File: config.mk
export PLATFORM = sky130hd
export DESIGN_NAME = humidity_sensor_frame_decoder_core
export DESIGN_NICKNAME = d
export VERILOG_FILES = /design/src/design/hsfd_pkg.sv /design/src/design/hsfd_front.sv /design/src/design/hsfd_queue.sv /design/src/design/hsfd_back.sv /design/src/design/humidity_sensor_frame_decoder_core.sv
export SDC_FILE = /design/constraint.sdc
export NUM_CORES = 1
export LEC_CHECK = 0
export BUFFER_PORTS_ARGS = -buffer_cell sky130_fd_sc_hd__buf_2
export CAP_MARGIN = 10
export CORE_ASPECT_RATIO = 0.75
export CORE_MARGIN = 3
export CORE_UTILIZATION = 45
export CTS_BUF_LIST = sky130_fd_sc_hd__clkbuf_16
export CTS_CLUSTER_DIAMETER = 50
export DETAILED_ROUTE_END_ITERATION = 10
export PLACE_DENSITY_LB_ADDON = 0.25
export REMOVE_ABC_BUFFERS = 1
export SLEW_MARGIN = 20
export SYNTH_ARGS = -nofsm -noshare
export SYNTH_HDL_FRONTEND = slang
export SYNTH_SLANG_ARGS = --single-unit
File: constraint.sdc
create_clock -name aclk -period 14.6 [get_ports aclk]
set_input_delay 0.73 -clock aclk [delete_from_list [all_inputs] [get_ports aclk]]
set_output_delay 0.73 -clock aclk [all_outputs]
set_load 0.05 [all_outputs]
File: src/design/hsfd_pkg.sv
// ----------------------------------------------------------------------------
// hsfd_pkg: shared types and constants of the sensor frame decoder
// Holds the frame layout, the CRC-8 step, the scaling constants, the status
// codes and the job record that is passed from the byte parser to the scaler.
// ----------------------------------------------------------------------------
package hsfd_pkg;

    // Frame layout: byte positions within the six-byte response
    localparam logic [2:0] POS_TEMP_HI  = 3'd0;
    localparam logic [2:0] POS_TEMP_LO  = 3'd1;
    localparam logic [2:0] POS_TEMP_CRC = 3'd2;
    localparam logic [2:0] POS_HUM_HI   = 3'd3;
    localparam logic [2:0] POS_HUM_LO   = 3'd4;
    localparam logic [2:0] POS_HUM_CRC  = 3'd5;

    // CRC-8, polynomial 0x31, start 0xFF, MSB first, no final XOR
    localparam logic [7:0] CRC_POLY = 8'h31;
    localparam logic [7:0] CRC_INIT = 8'hFF;

    // Result status codes
    localparam logic [1:0] ST_OK       = 2'd0;
    localparam logic [1:0] ST_TEMP_CRC = 2'd1;
    localparam logic [1:0] ST_HUM_CRC  = 2'd2;
    localparam logic [1:0] ST_RANGE    = 2'd3;

    // Configuration register indexes
    localparam logic CFG_TEMP_MIN = 1'b0;
    localparam logic CFG_TEMP_MAX = 1'b1;

    localparam int TEMP_W = 15;
    localparam int HUM_W  = 14;

    localparam logic signed [TEMP_W-1:0] TEMP_MIN_RESET = -15'sd4000;
    localparam logic signed [TEMP_W-1:0] TEMP_MAX_RESET = 15'sd12500;

    // Scaling: value = floor(SPAN * raw / 65535), temperature minus offset
    localparam logic [30:0] TEMP_SPAN   = 31'd17500;
    localparam logic [29:0] HUM_SPAN    = 30'd10000;
    localparam logic [15:0] TEMP_OFFSET = 16'd4500;
    localparam logic [16:0] FULL_SCALE  = 17'd65535;

    // Depth of the job queue between parser and scaler
    localparam int QUEUE_DEPTH = 2;
    localparam int QPTR_W      = $clog2(QUEUE_DEPTH);
    localparam int QCNT_W      = $clog2(QUEUE_DEPTH + 1);

    typedef struct packed {
        logic [15:0] temp_word;
        logic [15:0] hum_raw;
        logic [1:0]  status;   // ST_OK or one of the CRC failure codes
    } hsfd_job_t;

    typedef struct packed {
        logic      valid;
        hsfd_job_t job;
    } hsfd_push_t;

    // Fold one byte into the running CRC, one bit per step
    function automatic logic [7:0] crc8_fold(input logic [7:0] crc, input logic [7:0] b);
        logic [7:0] c;
        c = crc ^ b;
        for (int i = 0; i < 8; i++) begin
            if (c[7]) begin
                c = {c[6:0], 1'b0} ^ CRC_POLY;
            end else begin
                c = {c[6:0], 1'b0};
            end
        end
        return c;
    endfunction

endpackage

File: src/design/hsfd_front.sv
// ----------------------------------------------------------------------------
// hsfd_front: frame byte parser
// Tracks the byte position, runs the CRC over each word, holds the raw words
// and pushes one classified job per completed frame.
// ----------------------------------------------------------------------------
module hsfd_front
    import hsfd_pkg::*;
(
    input  logic       aclk,
    input  logic       aresetn,
    input  logic       byte_take,
    input  logic [7:0] rx_byte,
    input  logic       frame_start,
    output hsfd_push_t push
);

    logic [2:0]  pos_reg, pos_next, pos_eff;
    logic [7:0]  crc_reg, crc_next;
    logic        temp_bad_reg, temp_bad_next;
    logic [15:0] temp_word_reg, temp_word_next;
    logic [15:0] hum_raw_reg, hum_raw_next;
    logic [7:0]  crc_folded;

    // Restart on frame_start or an unreachable position
    assign pos_eff    = (frame_start || pos_reg > POS_HUM_CRC) ? POS_TEMP_HI : pos_reg;
    assign crc_folded = crc8_fold((pos_eff == POS_TEMP_HI) ? CRC_INIT : crc_reg, rx_byte);

    always_comb begin
        pos_next       = pos_reg;
        crc_next       = crc_reg;
        temp_bad_next  = temp_bad_reg;
        temp_word_next = temp_word_reg;
        hum_raw_next   = hum_raw_reg;
        push           = '0;
        if (byte_take) begin
            unique case (pos_eff)
                POS_TEMP_HI: begin
                    crc_next       = crc_folded;
                    temp_word_next = {rx_byte, 8'h00};
                    pos_next       = POS_TEMP_LO;
                end
                POS_TEMP_LO: begin
                    crc_next       = crc_folded;
                    temp_word_next = {temp_word_reg[15:8], rx_byte};
                    pos_next       = POS_TEMP_CRC;
                end
                POS_TEMP_CRC: begin
                    temp_bad_next = (crc_reg != rx_byte);
                    crc_next      = CRC_INIT;
                    pos_next      = POS_HUM_HI;
                end
                POS_HUM_HI: begin
                    crc_next     = crc_folded;
                    hum_raw_next = {rx_byte, 8'h00};
                    pos_next     = POS_HUM_LO;
                end
                POS_HUM_LO: begin
                    crc_next     = crc_folded;
                    hum_raw_next = {hum_raw_reg[15:8], rx_byte};
                    pos_next     = POS_HUM_CRC;
                end
                default: begin
                    // Humidity CRC byte: classify and hand the frame on
                    push.valid         = 1'b1;
                    push.job.temp_word = temp_word_reg;
                    push.job.hum_raw   = hum_raw_reg;
                    if (temp_bad_reg) begin
                        push.job.status = ST_TEMP_CRC;
                    end else if (crc_reg != rx_byte) begin
                        push.job.status = ST_HUM_CRC;
                    end else begin
                        push.job.status = ST_OK;
                    end
                    pos_next      = POS_TEMP_HI;
                    crc_next      = CRC_INIT;
                    temp_bad_next = 1'b0;
                end
            endcase
        end
    end

    always_ff @(posedge aclk) begin
        if (!aresetn) begin
            pos_reg      <= POS_TEMP_HI;
            crc_reg      <= CRC_INIT;
            temp_bad_reg <= 1'b0;
        end else begin
            pos_reg      <= pos_next;
            crc_reg      <= crc_next;
            temp_bad_reg <= temp_bad_next;
        end
    end

    always_ff @(posedge aclk) begin
        temp_word_reg <= temp_word_next;
        hum_raw_reg   <= hum_raw_next;
    end

endmodule

File: src/design/hsfd_queue.sv
// ----------------------------------------------------------------------------
// hsfd_queue: job queue
// Short FIFO of classified frames between the parser and the scaler.
// ----------------------------------------------------------------------------
module hsfd_queue
    import hsfd_pkg::*;
(
    input  logic       aclk,
    input  logic       aresetn,
    input  hsfd_push_t push,
    output logic       full,
    output logic       pop_valid,
    input  logic       pop_ready,
    output hsfd_job_t  pop_job
);

    hsfd_job_t          mem_reg [QUEUE_DEPTH];
    logic [QPTR_W-1:0]  wr_ptr_reg, wr_ptr_next;
    logic [QPTR_W-1:0]  rd_ptr_reg, rd_ptr_next;
    logic [QCNT_W-1:0]  count_reg, count_next;
    logic               do_push, do_pop;

    assign full      = (count_reg == QCNT_W'(QUEUE_DEPTH));
    assign pop_valid = (count_reg != '0);
    assign pop_job   = mem_reg[rd_ptr_reg];
    assign do_push   = push.valid && !full;
    assign do_pop    = pop_valid && pop_ready;

    // Advance a pointer with wrap at the queue depth
    function automatic logic [QPTR_W-1:0] ptr_inc(input logic [QPTR_W-1:0] p);
        if (p == QPTR_W'(QUEUE_DEPTH - 1)) begin
            return '0;
        end
        return p + QPTR_W'(1);
    endfunction

    always_comb begin
        wr_ptr_next = do_push ? ptr_inc(wr_ptr_reg) : wr_ptr_reg;
        rd_ptr_next = do_pop  ? ptr_inc(rd_ptr_reg) : rd_ptr_reg;
        count_next  = count_reg;
        if (do_push && !do_pop) begin
            count_next = count_reg + QCNT_W'(1);
        end else if (do_pop && !do_push) begin
            count_next = count_reg - QCNT_W'(1);
        end
    end

    always_ff @(posedge aclk) begin
        if (!aresetn) begin
            wr_ptr_reg <= '0;
            rd_ptr_reg <= '0;
            count_reg  <= '0;
        end else begin
            wr_ptr_reg <= wr_ptr_next;
            rd_ptr_reg <= rd_ptr_next;
            count_reg  <= count_next;
        end
    end

    always_ff @(posedge aclk) begin
        if (do_push) begin
            mem_reg[wr_ptr_reg] <= push.job;
        end
    end

endmodule

File: src/design/hsfd_back.sv
// ----------------------------------------------------------------------------
// hsfd_back: value scaler and result register
// Three-stage pipeline: multiply, divide by 65535, range check into the
// output register. The whole pipeline holds while a result waits.
// ----------------------------------------------------------------------------
module hsfd_back
    import hsfd_pkg::*;
(
    input  logic                     aclk,
    input  logic                     aresetn,
    input  logic                     job_valid,
    output logic                     job_ready,
    input  hsfd_job_t                job,
    input  logic signed [TEMP_W-1:0] temp_min,
    input  logic signed [TEMP_W-1:0] temp_max,
    output logic                     m_valid,
    input  logic                     m_ready,
    output logic signed [TEMP_W-1:0] m_temp_centi,
    output logic [HUM_W-1:0]         m_hum_centi,
    output logic [1:0]               m_status
);

    logic                     adv;
    logic                     s1_valid_reg, s2_valid_reg, out_valid_reg;
    logic [30:0]              s1_temp_prod_reg;
    logic [29:0]              s1_hum_prod_reg;
    logic [1:0]               s1_status_reg, s2_status_reg, out_status_reg;
    logic signed [TEMP_W-1:0] s2_temp_reg, s2_temp_next, out_temp_reg, out_temp_next;
    logic [HUM_W-1:0]         s2_hum_reg, s2_hum_next, out_hum_reg, out_hum_next;
    logic [1:0]               out_status_next;
    logic [14:0]              temp_q;
    logic [13:0]              hum_q;
    logic [16:0]              temp_sum, hum_sum;
    logic [15:0]              temp_quot;
    logic [15:0]              temp_shift;

    assign adv       = !out_valid_reg || m_ready;
    assign job_ready = adv;

    // x / 65535 = q + (q + r >= 65535), with q = x >> 16 and r = x & 0xFFFF
    always_comb begin
        temp_q       = s1_temp_prod_reg[30:16];
        temp_sum     = {2'b00, temp_q} + {1'b0, s1_temp_prod_reg[15:0]};
        temp_quot    = {1'b0, temp_q} + 16'((temp_sum >= FULL_SCALE) ? 1 : 0);
        temp_shift   = temp_quot - TEMP_OFFSET;
        s2_temp_next = $signed(temp_shift[TEMP_W-1:0]);

        hum_q       = s1_hum_prod_reg[29:16];
        hum_sum     = {3'b000, hum_q} + {1'b0, s1_hum_prod_reg[15:0]};
        s2_hum_next = hum_q + HUM_W'((hum_sum >= FULL_SCALE) ? 1 : 0);
    end

    // Zero the values on CRC failure, flag out-of-range temperature
    always_comb begin
        if (s2_status_reg != ST_OK) begin
            out_temp_next   = '0;
            out_hum_next    = '0;
            out_status_next = s2_status_reg;
        end else begin
            out_temp_next   = s2_temp_reg;
            out_hum_next    = s2_hum_reg;
            out_status_next = (s2_temp_reg >= temp_min && s2_temp_reg <= temp_max)
                              ? ST_OK : ST_RANGE;
        end
    end

    always_ff @(posedge aclk) begin
        if (!aresetn) begin
            s1_valid_reg  <= 1'b0;
            s2_valid_reg  <= 1'b0;
            out_valid_reg <= 1'b0;
        end else if (adv) begin
            s1_valid_reg  <= job_valid;
            s2_valid_reg  <= s1_valid_reg;
            out_valid_reg <= s2_valid_reg;
        end
    end

    always_ff @(posedge aclk) begin
        if (adv) begin
            s1_temp_prod_reg <= 31'(job.temp_word) * TEMP_SPAN;
            s1_hum_prod_reg  <= 30'(job.hum_raw) * HUM_SPAN;
            s1_status_reg    <= job.status;
            s2_temp_reg      <= s2_temp_next;
            s2_hum_reg       <= s2_hum_next;
            s2_status_reg    <= s1_status_reg;
            out_temp_reg     <= out_temp_next;
            out_hum_reg      <= out_hum_next;
            out_status_reg   <= out_status_next;
        end
    end

    assign m_valid      = out_valid_reg;
    assign m_temp_centi = out_temp_reg;
    assign m_hum_centi  = out_hum_reg;
    assign m_status     = out_status_reg;

endmodule

File: src/design/humidity_sensor_frame_decoder_core.sv
// ----------------------------------------------------------------------------
// humidity_sensor_frame_decoder_core: temperature/humidity frame decoder
// Checks the two CRC-8 words of a six-byte sensor response and converts the
// raw words to centidegrees and centipercent with a status code.
// ----------------------------------------------------------------------------
// Usage:
//  - Input channel (s_valid/s_ready): one frame byte per transfer, in order
//    temp hi, temp lo, temp CRC, hum hi, hum lo, hum CRC. s_frame_start
//    marks a byte as the first of a frame and drops any partial frame.
//  - Result channel (m_valid/m_ready): one transfer per complete frame with
//    temperature, humidity and status (0 ok, 1 temp CRC, 2 hum CRC, 3 range).
//  - Config port: cfg_we writes cfg_wdata to the limit register at cfg_index
//    (0 minimum, 1 maximum temperature); write only while idle.
//  - Throughput: one byte per cycle while s_ready is high, set by the CRC
//    step of the parser; hence one result per six bytes at most.
//  - Result path: after the sixth byte's transfer the frame passes the queue
//    write, multiply stage, divide stage and range check into the output.
//  - Stall: while a result waits with m_ready low the scaler holds; the job
//    queue takes up to two more frames, then s_ready drops until it has room.
//  - Reset: synchronous, active low; clears the byte position, CRC, queue
//    and pipeline, and loads the limits with -4000 and 12500.
// ----------------------------------------------------------------------------
module humidity_sensor_frame_decoder_core
    import hsfd_pkg::*;
(
    input  logic                     aclk,
    input  logic                     aresetn,
    // Byte input
    input  logic                     s_valid,
    output logic                     s_ready,
    input  logic [7:0]               s_rx_byte,
    input  logic                     s_frame_start,
    // Result output
    output logic                     m_valid,
    input  logic                     m_ready,
    output logic signed [TEMP_W-1:0] m_temp_centi,
    output logic [HUM_W-1:0]         m_hum_centi,
    output logic [1:0]               m_status,
    // Configuration writes
    input  logic                     cfg_we,
    input  logic                     cfg_index,
    input  logic [TEMP_W-1:0]        cfg_wdata
);

    logic signed [TEMP_W-1:0] temp_min_reg, temp_min_next;
    logic signed [TEMP_W-1:0] temp_max_reg, temp_max_next;
    hsfd_push_t               push;
    logic                     queue_full;
    logic                     job_valid, job_ready;
    hsfd_job_t                job;
    logic                     byte_take;

    // Accept a byte whenever the queue can take a finished frame
    assign s_ready   = !queue_full;
    assign byte_take = s_valid && s_ready;

    // Limit registers
    always_comb begin
        temp_min_next = temp_min_reg;
        temp_max_next = temp_max_reg;
        if (cfg_we) begin
            unique case (cfg_index)
                CFG_TEMP_MIN: temp_min_next = $signed(cfg_wdata);
                CFG_TEMP_MAX: temp_max_next = $signed(cfg_wdata);
                default:      ;
            endcase
        end
    end

    always_ff @(posedge aclk) begin
        if (!aresetn) begin
            temp_min_reg <= TEMP_MIN_RESET;
            temp_max_reg <= TEMP_MAX_RESET;
        end else begin
            temp_min_reg <= temp_min_next;
            temp_max_reg <= temp_max_next;
        end
    end

    // Front: parse bytes, check CRCs, classify frames
    hsfd_front u_front (
        .aclk        (aclk),
        .aresetn     (aresetn),
        .byte_take   (byte_take),
        .rx_byte     (s_rx_byte),
        .frame_start (s_frame_start),
        .push        (push)
    );

    // Decouple parser from scaler
    hsfd_queue u_queue (
        .aclk      (aclk),
        .aresetn   (aresetn),
        .push      (push),
        .full      (queue_full),
        .pop_valid (job_valid),
        .pop_ready (job_ready),
        .pop_job   (job)
    );

    // Back: scale, range check, hold the result
    hsfd_back u_back (
        .aclk         (aclk),
        .aresetn      (aresetn),
        .job_valid    (job_valid),
        .job_ready    (job_ready),
        .job          (job),
        .temp_min     (temp_min_reg),
        .temp_max     (temp_max_reg),
        .m_valid      (m_valid),
        .m_ready      (m_ready),
        .m_temp_centi (m_temp_centi),
        .m_hum_centi  (m_hum_centi),
        .m_status     (m_status)
    );

endmodule
# Yosys cells after proc, flatten, opt, wreduce, memory -nomap -nowiden
# Memory sizes are Yosys's and may differ from the RTL's. A register that Yosys moved wholly into a read port is not among the register bits.
# Cells that the tools add are included.
# totals
rom_bits	0
memories	1
mem_bits_rw	68
register_bits	200
inputBits	30
wordCells	122
output_inout_bits	33
latch_bits	0
# memory_table
memory	words	word_bits	rd	rd_ports_with_merged_regs	wr	line	rtl
u_queue.mem_reg	2	34	1	1	1	hsfd_queue.sv:17	hsfd_job_t mem_reg [QUEUE_DEPTH];
# op_classes
eq_ne	6
n_div	0
n_shift	0
add_sub_neg	9
bitwise	13
n_reduce_logical	27
n_mux	35
magnitude_cmp	5
n_mul	2
# ops
cell	count
two-way mux 35 bit	2
one-hot mux 16 bit (2 select lines)	2
two-way mux 6 bit	8
greater-or-equal comparator 17 x 16 -> 1 bit (second input constant)	2
multiplier 16 x 13 -> 29 bit (second input constant)	1
multiplier 16 x 10 -> 26 bit (second input constant)	1
inverter 3 bit	8
adder 14 x 16 -> 17 bit	1
adder 15 x 16 -> 17 bit	1
two-way mux 8 bit	2
adder 15 bit	1
greater-or-equal comparator 15 bit	1
<= comparator 15 bit	1
one-hot mux 3 bit (5 select lines)	1
subtractor 15 x 13 -> 15 bit (second input constant)	1
adder 14 bit	1
two-way mux 1 bit	12
two-way mux 2 bit	6
AND reduction 2 bit	5
nonzero test 2 bit	5
!= test 8 bit	1
XOR 8 bit	1
== test 3 x 2 -> 1 bit (second input constant)	2
logical AND 1 bit	6
16 further kinds	25

# Logic depth before layout (Yosys ltp)
# Gate-level depths: netlist of the first run.
# depth
word_depth	23
ltp_mapped	23
ltp_nobuf	20

# Hierarchy
# A second synthesis of the first run with hierarchy kept.
# hier_totals
cells_unflattened	1629
area_unflattened_um2	18346.3
# modules_own_cells
module	seq_area_each_um2	area_per_inst_um2	n_inst	cells_per_inst
hsfd_back	3633.5	12042.8	1	1143
hsfd_queue	2142.1	2688.8	1	131
hsfd_front	1201.2	2432.3	1	226
humidity_sensor_frame_decoder_core	600.6	1182.4	1	129

# Worst setup path after synthesis of the first run
# Ideal clock, no wire load.
# synth_timing
path_kind	reg2reg
startpoint	register with a tool-made name
endpoint	register u_back.s1_temp_prod_reg[29], data pin
setup_slack_ps	8817
path_stages_with_launch	23
n_path_buf	2
period_less_slack_ps	5783
required_time_ps	14338
arrival_ps	5520
setup_time_ps	262
cell_sequence	dfxtp_1 > clkbuf_1 > clkbuf_1 > mux2i_1 > inv_1 > ha_1 > inv_1 > fa_1 > inv_1 > ha_1 > fa_1 > inv_1 > fa_1 > inv_1 > ha_1 > and3_1 > o2bb2ai_1 > a32oi_1 > nand2_1 > o221a_2 > a311oi_1 > a21oi_1 > xor2_1
# synth_rtl
item	line	rtl
end signal, assigned	hsfd_back.sv:81	s1_temp_prod_reg <= 31'(job.temp_word) * TEMP_SPAN;
end, declared	hsfd_back.sv:25	logic [30:0] s1_temp_prod_reg;

==> metrics.yaml, run 1 <==
cells_and_area:
  nets: 2037
  n_fill_cell: 3465
  area_growth_pct: 10.2
  largest_register_ffs: 68
  drive_gt1_share_pct: 8.65
  multi_input_area_sq_um: 9410
  regArea_sq_um: 7580
  diodes: 0
detailed_routing:
  vias: 11337
  antenna_left: 0
  firstDrtPassIters: 5
  wirelength_microns: 35000
  wl_per_cell_microns: 15.6
  drc_errors: 0
  drt_iter0_drc: 632
  vias_per_cell: 5.07
timing:
  max_slew_margin_pct: 32.7
  setup_viol: 0
  max_freq_mhz: 163
  period_share_pct: 41.9
  drv_slew: 0
  rsz0062_at_grt: "no"
  fin_setup_tns_ns: 0
  worstMarginPinSlew_ns: 1.01
  layout_min_cycle_time_ns: 6.12
  clock_skew_ns: 0.0226
  hold_slack_ns: 0.424
  hold_viol: 0
grt:
  grt_pass1_vias: 11579
  grtUsageTotal_pct: 16.8
  gr-max-usage-layer: "met2"
  met1_usage_pct: 25.4
  grtUsageMet2_pct: 25.4
  grt_pass1_wl_microns: 59100
  grt_max_degree: 73
  grt_use_met3_pct: 2.50
  overflow: 0
  antenna_found_initial: 0
yosys:
  yosysMostFrequentCell: "inv_1"
  synthesis.instances: 1630
  synth_top_area_cell: "edfxtp_1"
  syn_area_sq_um: 18100
  synth_seq_cells: 269
  async_reset_ff_share_pct: 0
  synth_enable_flop_cells: 219
  yosysWarnings: 0
  syn_area_per_cell_sq_um: 11.1
  synth_area_leaders: "edfxtp_1 (36%), ha_1 (16%), fa_1 (9.1%), dfxtp_1 (5.5%), inv_1 (5.4%)"
  synth_ff_type: "edfxtp_1"
  synthDistinctLibCells: 73
  ys_seq_area_share_pct: 41.8
  synth_top_cell_area_share_pct: 36.3
  synthTopCellsByCount: "inv_1 (262), ha_1 (226), edfxtp_1 (219), nand2_1 (103), and2_1 (85)"
cts:
  clk_pin_slew_worst_paths_ns: 0.06
  hold_buffers: 0
  cts-htree-levels: 1
  cts_max_path_buffers: 3
  cts_made_buffers: 30
  cts-resized-gates: 0
  cts_tree: "built"
  cts_setup_buffers: 0
  cts_sinks: 269
  root_buffer: "clkbuf_16"
  clock_latency_ns: 0.56
setup_path:
  start_kind: "register"
  criticalPathCategory: "reg -> reg"
  cp_data_arrival_time_ns: 6.41
  critPathMaxFanout: 34
  critPathCaptureType: "register"
  critPathRequiredTime_ns: 14.89
worst_hold_path:
  worstHoldPathType: "in -> reg"
floorplan:
  die_y_microns: 180
  io_pins: 63
  die_w_microns: 238
  start_util_pct: 46.4
  fp.dieArea_sq_um: 42700
  core_sq_um: 39000
  rows: 62
run:
  drv_cap: 0
placed_design:
  io_buffers: 62
  dp_hpwl_microns: 27200
  routabilityCongestion: 0.901
run_status:
  status: "finished clean"
final timing paths:
path,from,end,slack [ns],depth (start not counted)
min,cfg_wdata[4],temp_max_reg[4]$_SDFFE_PN1P_,0.42,3
max,register,u_back.s1_temp_prod_reg[29]$_DFFE_PN_,8.48,21
max reg2reg,register,u_back.s1_temp_prod_reg[29]$_DFFE_PN_,8.48,21
min reg2reg,u_back.s1_status_reg[0]$_DFFE_PN_,u_back.s2_status_reg[0]$_DFFE_PN_,0.43,0
critical path: stages (launching register included):
cell,delay (ns)
dfxtp_2,0.31
buf_4,0.43
mux2i_1,0.49
inv_1,0.24
ha_1,0.34
inv_1,0.06
fa_1,0.49
inv_1,0.04
ha_1,0.29
fa_1,0.48
inv_1,0.05
fa_1,0.52
inv_1,0.04
ha_1,0.36
and3_1,0.19
o2bb2ai_1,0.14
a32oi_1,0.21
nand2_1,0.11
o221a_2,0.28
a311oi_1,0.42
a21oi_1,0.14
xor2_1,0.16
logic make-up (layout without fill, tap and decap cells):
family | Yosys count | in the layout | share of synthesized area (%)
xor gates and xnor gates | 104 | 104 | 5.20
DFF | 269 | 269 | 41.8
adders and majority gates | 308 | 308 | 24.7
and+or+nand+nor | 369 | 369 | 10.5
AOI/OAI and AO/OA | 245 | 245 | 9.28
muxes | 38 | 38 | 2.20
buffers and inverters | 297 | 390 | 6.25
cell usage in the layout, fill, tap and decap left out, types with 6 or more instances in the layout:
cell,instances
and3_1,6
clkbuf_16,31
inv_1,268
nand2_1,103
nand2b_1,12
fa_1,82
o21ai_0,35
nor2_1,54
o21a_1,23
buf_4,10
mux2_2,14
nor2b_1,30
a21o_1,17
mux2i_1,24
dfxtp_1,49
ha_1,226
xor2_1,24
o2111ai_1,11
nor3_1,16
nand4_1,10
a21oi_1,64
edfxtp_1,219
o211ai_1,14
o21bai_1,7
a21boi_0,24
nand3_1,21
xnor2_1,76
and2_1,85
buf_2,62
clkinv_1,6
a211oi_1,9
routing by layer:
metal,vias to the layer above,wire [microns]
met5,-,0
met4,0,818
met3,53,1380
met2,195,14600
met1,5362,18200
li1,5727,-
layout make-up:
| type | count | area share [%] |
|---|---|---|
| timing repair buffer | 72 | 1.93 |
| multi-input combinational | 1064 | 47.1 |
| sequential | 269 | 38.0 |
| clock inverter | 25 | 0.909 |
| clock buffer | 31 | 3.89 |
| tap | 512 | 3.21 |
| inverter | 262 | 4.94 |
metrics by stage:
stage | cell area (sq um) | std cells | setup slack, ns | utilization [%]
floorplan | 18000 | 1595 | 8.56 | -
global placement | 19000 | 2179 | 8.75 | 48.7
detailed placement | 19000 | 2179 | 8.53 | 48.7
CTS | 20000 | 2235 | 8.51 | 51.1
global route | 20000 | 2235 | 8.10 | 51.1
finish | 20000 | 2235 | 8.48 | 51.1
Power of run 1 is left out: the tool's default activity adds up to more than one toggle a clock period on the data nets, which glitch-free logic cannot reach.
==> run 2, diff against run 1 <==
--- a/config.mk
+++ b/config.mk
@@ -5,6 +5,7 @@
 export SDC_FILE = /design/constraint.sdc
 export NUM_CORES = 1
 export LEC_CHECK = 0
+export ABC_AREA = 1
 export BUFFER_PORTS_ARGS = -buffer_cell sky130_fd_sc_hd__buf_2
 export CAP_MARGIN = 10
 export CORE_ASPECT_RATIO = 0.75
==> constraint.sdc (replaced) <==
create_clock -name aclk -period 5.05 [get_ports aclk]
set_input_delay 0.2525 -clock aclk [delete_from_list [all_inputs] [get_ports aclk]]
set_output_delay 0.2525 -clock aclk [all_outputs]
set_load 0.05 [all_outputs]
==> run 2 against run 1 <==
Against the previous run:
- setup slack lost 8.3 ns
- count of clock-buffer cells in the layout shrank 1
- first-iteration DRC count grew 7.8%
- critical endpoint is now u_back.s1_hum_prod_reg[27]$_DFFE_PN_
- synthesized cell count grew 18%
- cell count grew 16%
- clock skew shrank 0.0071 ns
- maximum frequency grew 26%
- design area grew 4.9%
==> metrics.yaml, run 2 <==
floorplan:
  die_y_microns: 181
  fp.dieArea_sq_um: 43200
  die_w_microns: 239
  io_pins: 63
  start_util_pct: 46.0
  rows: 63
  core_sq_um: 39900
timing:
  max_freq_mhz: 205
  setup_viol: 0
  layout_min_cycle_time_ns: 4.87
  max_slew_margin_pct: 38.1
  drv_slew: 0
  clock_skew_ns: 0.0154
  worstMarginPinSlew_ns: 0.927
  hold_viol: 0
  rsz0062_at_grt: "yes"
  period_share_pct: 96.4
cells_and_area:
  regArea_sq_um: 7580
  multi_input_area_sq_um: 9270
  final_common_cell: "inv_1"
  area_growth_pct: 14.1
  n_fill_cell: 3654
  final_util_pct: 52.5
  largest_register_ffs: 68
  final_cell_mix: "inv_1 (402), nand2_1 (285), ha_1 (222), edfxtp_1 (219), nor2_1 (152)"
  fin_area_sq_um: 20900
  drive_gt1_share_pct: 11.2
  diodes: 0
  nets: 2393
cts:
  clock_latency_ns: 0.57
  clk_pin_slew_worst_paths_ns: 0.06
  root_buffer: "clkbuf_16"
  cts_max_path_buffers: 3
  cts_tree: "built"
  cts_sinks: 269
  cts_made_buffers: 30
  cts-htree-levels: 1
yosys:
  synth_top_cell_area_share_pct: 35.9
  synth_top_area_cell: "edfxtp_1"
  syn_area_sq_um: 18300
  async_reset_ff_share_pct: 0
  yosysWarnings: 0
  synthesis.instances: 1930
  synth_ff_type: "edfxtp_1"
  syn_area_per_cell_sq_um: 9.50
  synthTopCellsByCount: "inv_1 (406), nand2_1 (288), ha_1 (226), edfxtp_1 (219), nor2_1 (157)"
  ys_seq_area_share_pct: 41.3
  synth_area_leaders: "edfxtp_1 (36%), ha_1 (15%), fa_1 (9.0%), inv_1 (8.3%), nand2_1 (5.9%)"
  yosysMostFrequentCell: "inv_1"
  synth_seq_cells: 269
  synth_enable_flop_cells: 219
  synthDistinctLibCells: 44
setup_path:
  critPathCaptureType: "register"
  critPathMaxFanout: 9
  criticalPathCategory: "reg -> reg"
  critPathRequiredTime_ns: 5.36
  cp_data_arrival_time_ns: 5.17
  start_kind: "register"
placed_design:
  post_dp_cell_area_sq_um: 19500
  dp_hpwl_microns: 29400
  io_buffers: 62
  routabilityCongestion: 0.867
detailed_routing:
  wirelength_microns: 37200
  vias_per_cell: 4.93
  antenna_left: 0
  drc_errors: 0
  wl_per_cell_microns: 14.3
  vias: 12813
  drt_iter0_drc: 681
  firstDrtPassIters: 5
grt:
  grt_pass1_wl_microns: 62300
  grt_pass1_vias: 12616
  grt_max_degree: 65
  overflow: 0
  grtUsageTotal_pct: 17.4
  antenna_found_initial: 0
run:
  drv_cap: 0
run_status:
  status: "finished clean"
worst_hold_path:
  worstHoldPathType: "in -> reg"
==> run 2: cell count changes after synthesis, sizes merged, moves of 28 or more <==
cell	previous run	this run
nand2	103	294
inv	262	412
nor2	57	157
and2	85	0
xnor2	79	27
o21ai	38	89
a21oi	65	112
nand3	21	62
nor2b	30	0
xor2	25	53
==> run 2: cell type report <==
| class | instances | area share [%] |
|---|---|---|
| clock buffer | 30 | 3.59 |
| clock inverter | 25 | 1.33 |
| inverter | 412 | 7.40 |
| multi-input combinational | 1219 | 44.3 |
| sequential | 269 | 36.2 |
| tap | 520 | 3.11 |
| timing repair buffer | 123 | 4.09 |
==> run 2: what timing repair did <==
action / 4_1_cts / 5_1_grt
cloned: 0 / 2
setup endpoints to repair: 3 / 25
hold endpoints to repair: 25 / 0
setup buffers: 0 / 5
pin swaps: 0 / 9
resized for setup: 2 / 66
hold buffers: 15 / 0
==> run 2: logic make-up after synthesis <==
group                      share of synthesized area [%]
buffers and inverters                               9.09
xor gates and xnor gates                            3.82
muxes                                              0.860
DFF                                                 41.3
AOI/OAI and AO/OA                                   7.72
and+or+nand+nor                                     12.8
adders and majority gates                           24.4
==> run 2: path summary, 6_finish.rpt <==
check        cells after the start  slack (ns)                              start                                   end
max                             24        0.18                           register  u_back.s1_hum_prod_reg[27]$_DFFE_PN_
min                              3        0.04                       s_rx_byte[2]   u_front.temp_word_reg[10]$_DFFE_PP_
max reg2reg                     24        0.18                           register  u_back.s1_hum_prod_reg[27]$_DFFE_PN_
min reg2reg                      0        0.42  u_back.s1_status_reg[1]$_DFFE_PN_     u_back.s2_status_reg[1]$_DFFE_PN_
==> run 2: metrics by stage <==
step	cells	setup TNS (ns)	hold WS, ns	setup WS, ns
floorplan	1900	-6.47	0.351	-0.508
global placement	2521	0	0.406	0.0421
detailed placement	2521	0	0.407	0.00389
CTS	2591	0	0.0145	0.00462
global route	2598	-0.0249	0.0367	-0.0224
finish	2598	0	0.0419	0.183
==> run 2: worst max-delay path, cell delays in order, from the launching register on <==
cell	delay [ns]
dfxtp_4	0.38
clkbuf_16	0.18
buf_4	0.16
nand2_1	0.08
o21ai_2	0.11
fa_1	0.51
inv_1	0.04
ha_1	0.26
inv_1	0.05
fa_1	0.54
inv_1	0.05
ha_1	0.27
inv_1	0.05
fa_1	0.49
inv_1	0.04
ha_1	0.30
buf_4	0.16
nand2_1	0.08
nor2_2	0.05
a21oi_1	0.22
o21bai_1	0.13
nand2_1	0.07
nand3_1	0.10
a21oi_1	0.21
xor2_1	0.09
==> run 2: metal layers <==
metal / global-route usage, % / vias to the layer above / wire length, microns
met5: 0 / - / 0
met4: 3.53 / 0 / 586
li1: - / 6554 / -
met1: 26.7 / 5972 / 19300
met2: 26.3 / 244 / 15600
met3: 2.50 / 43 / 1700
Power of run 2 is left out for the same reason.
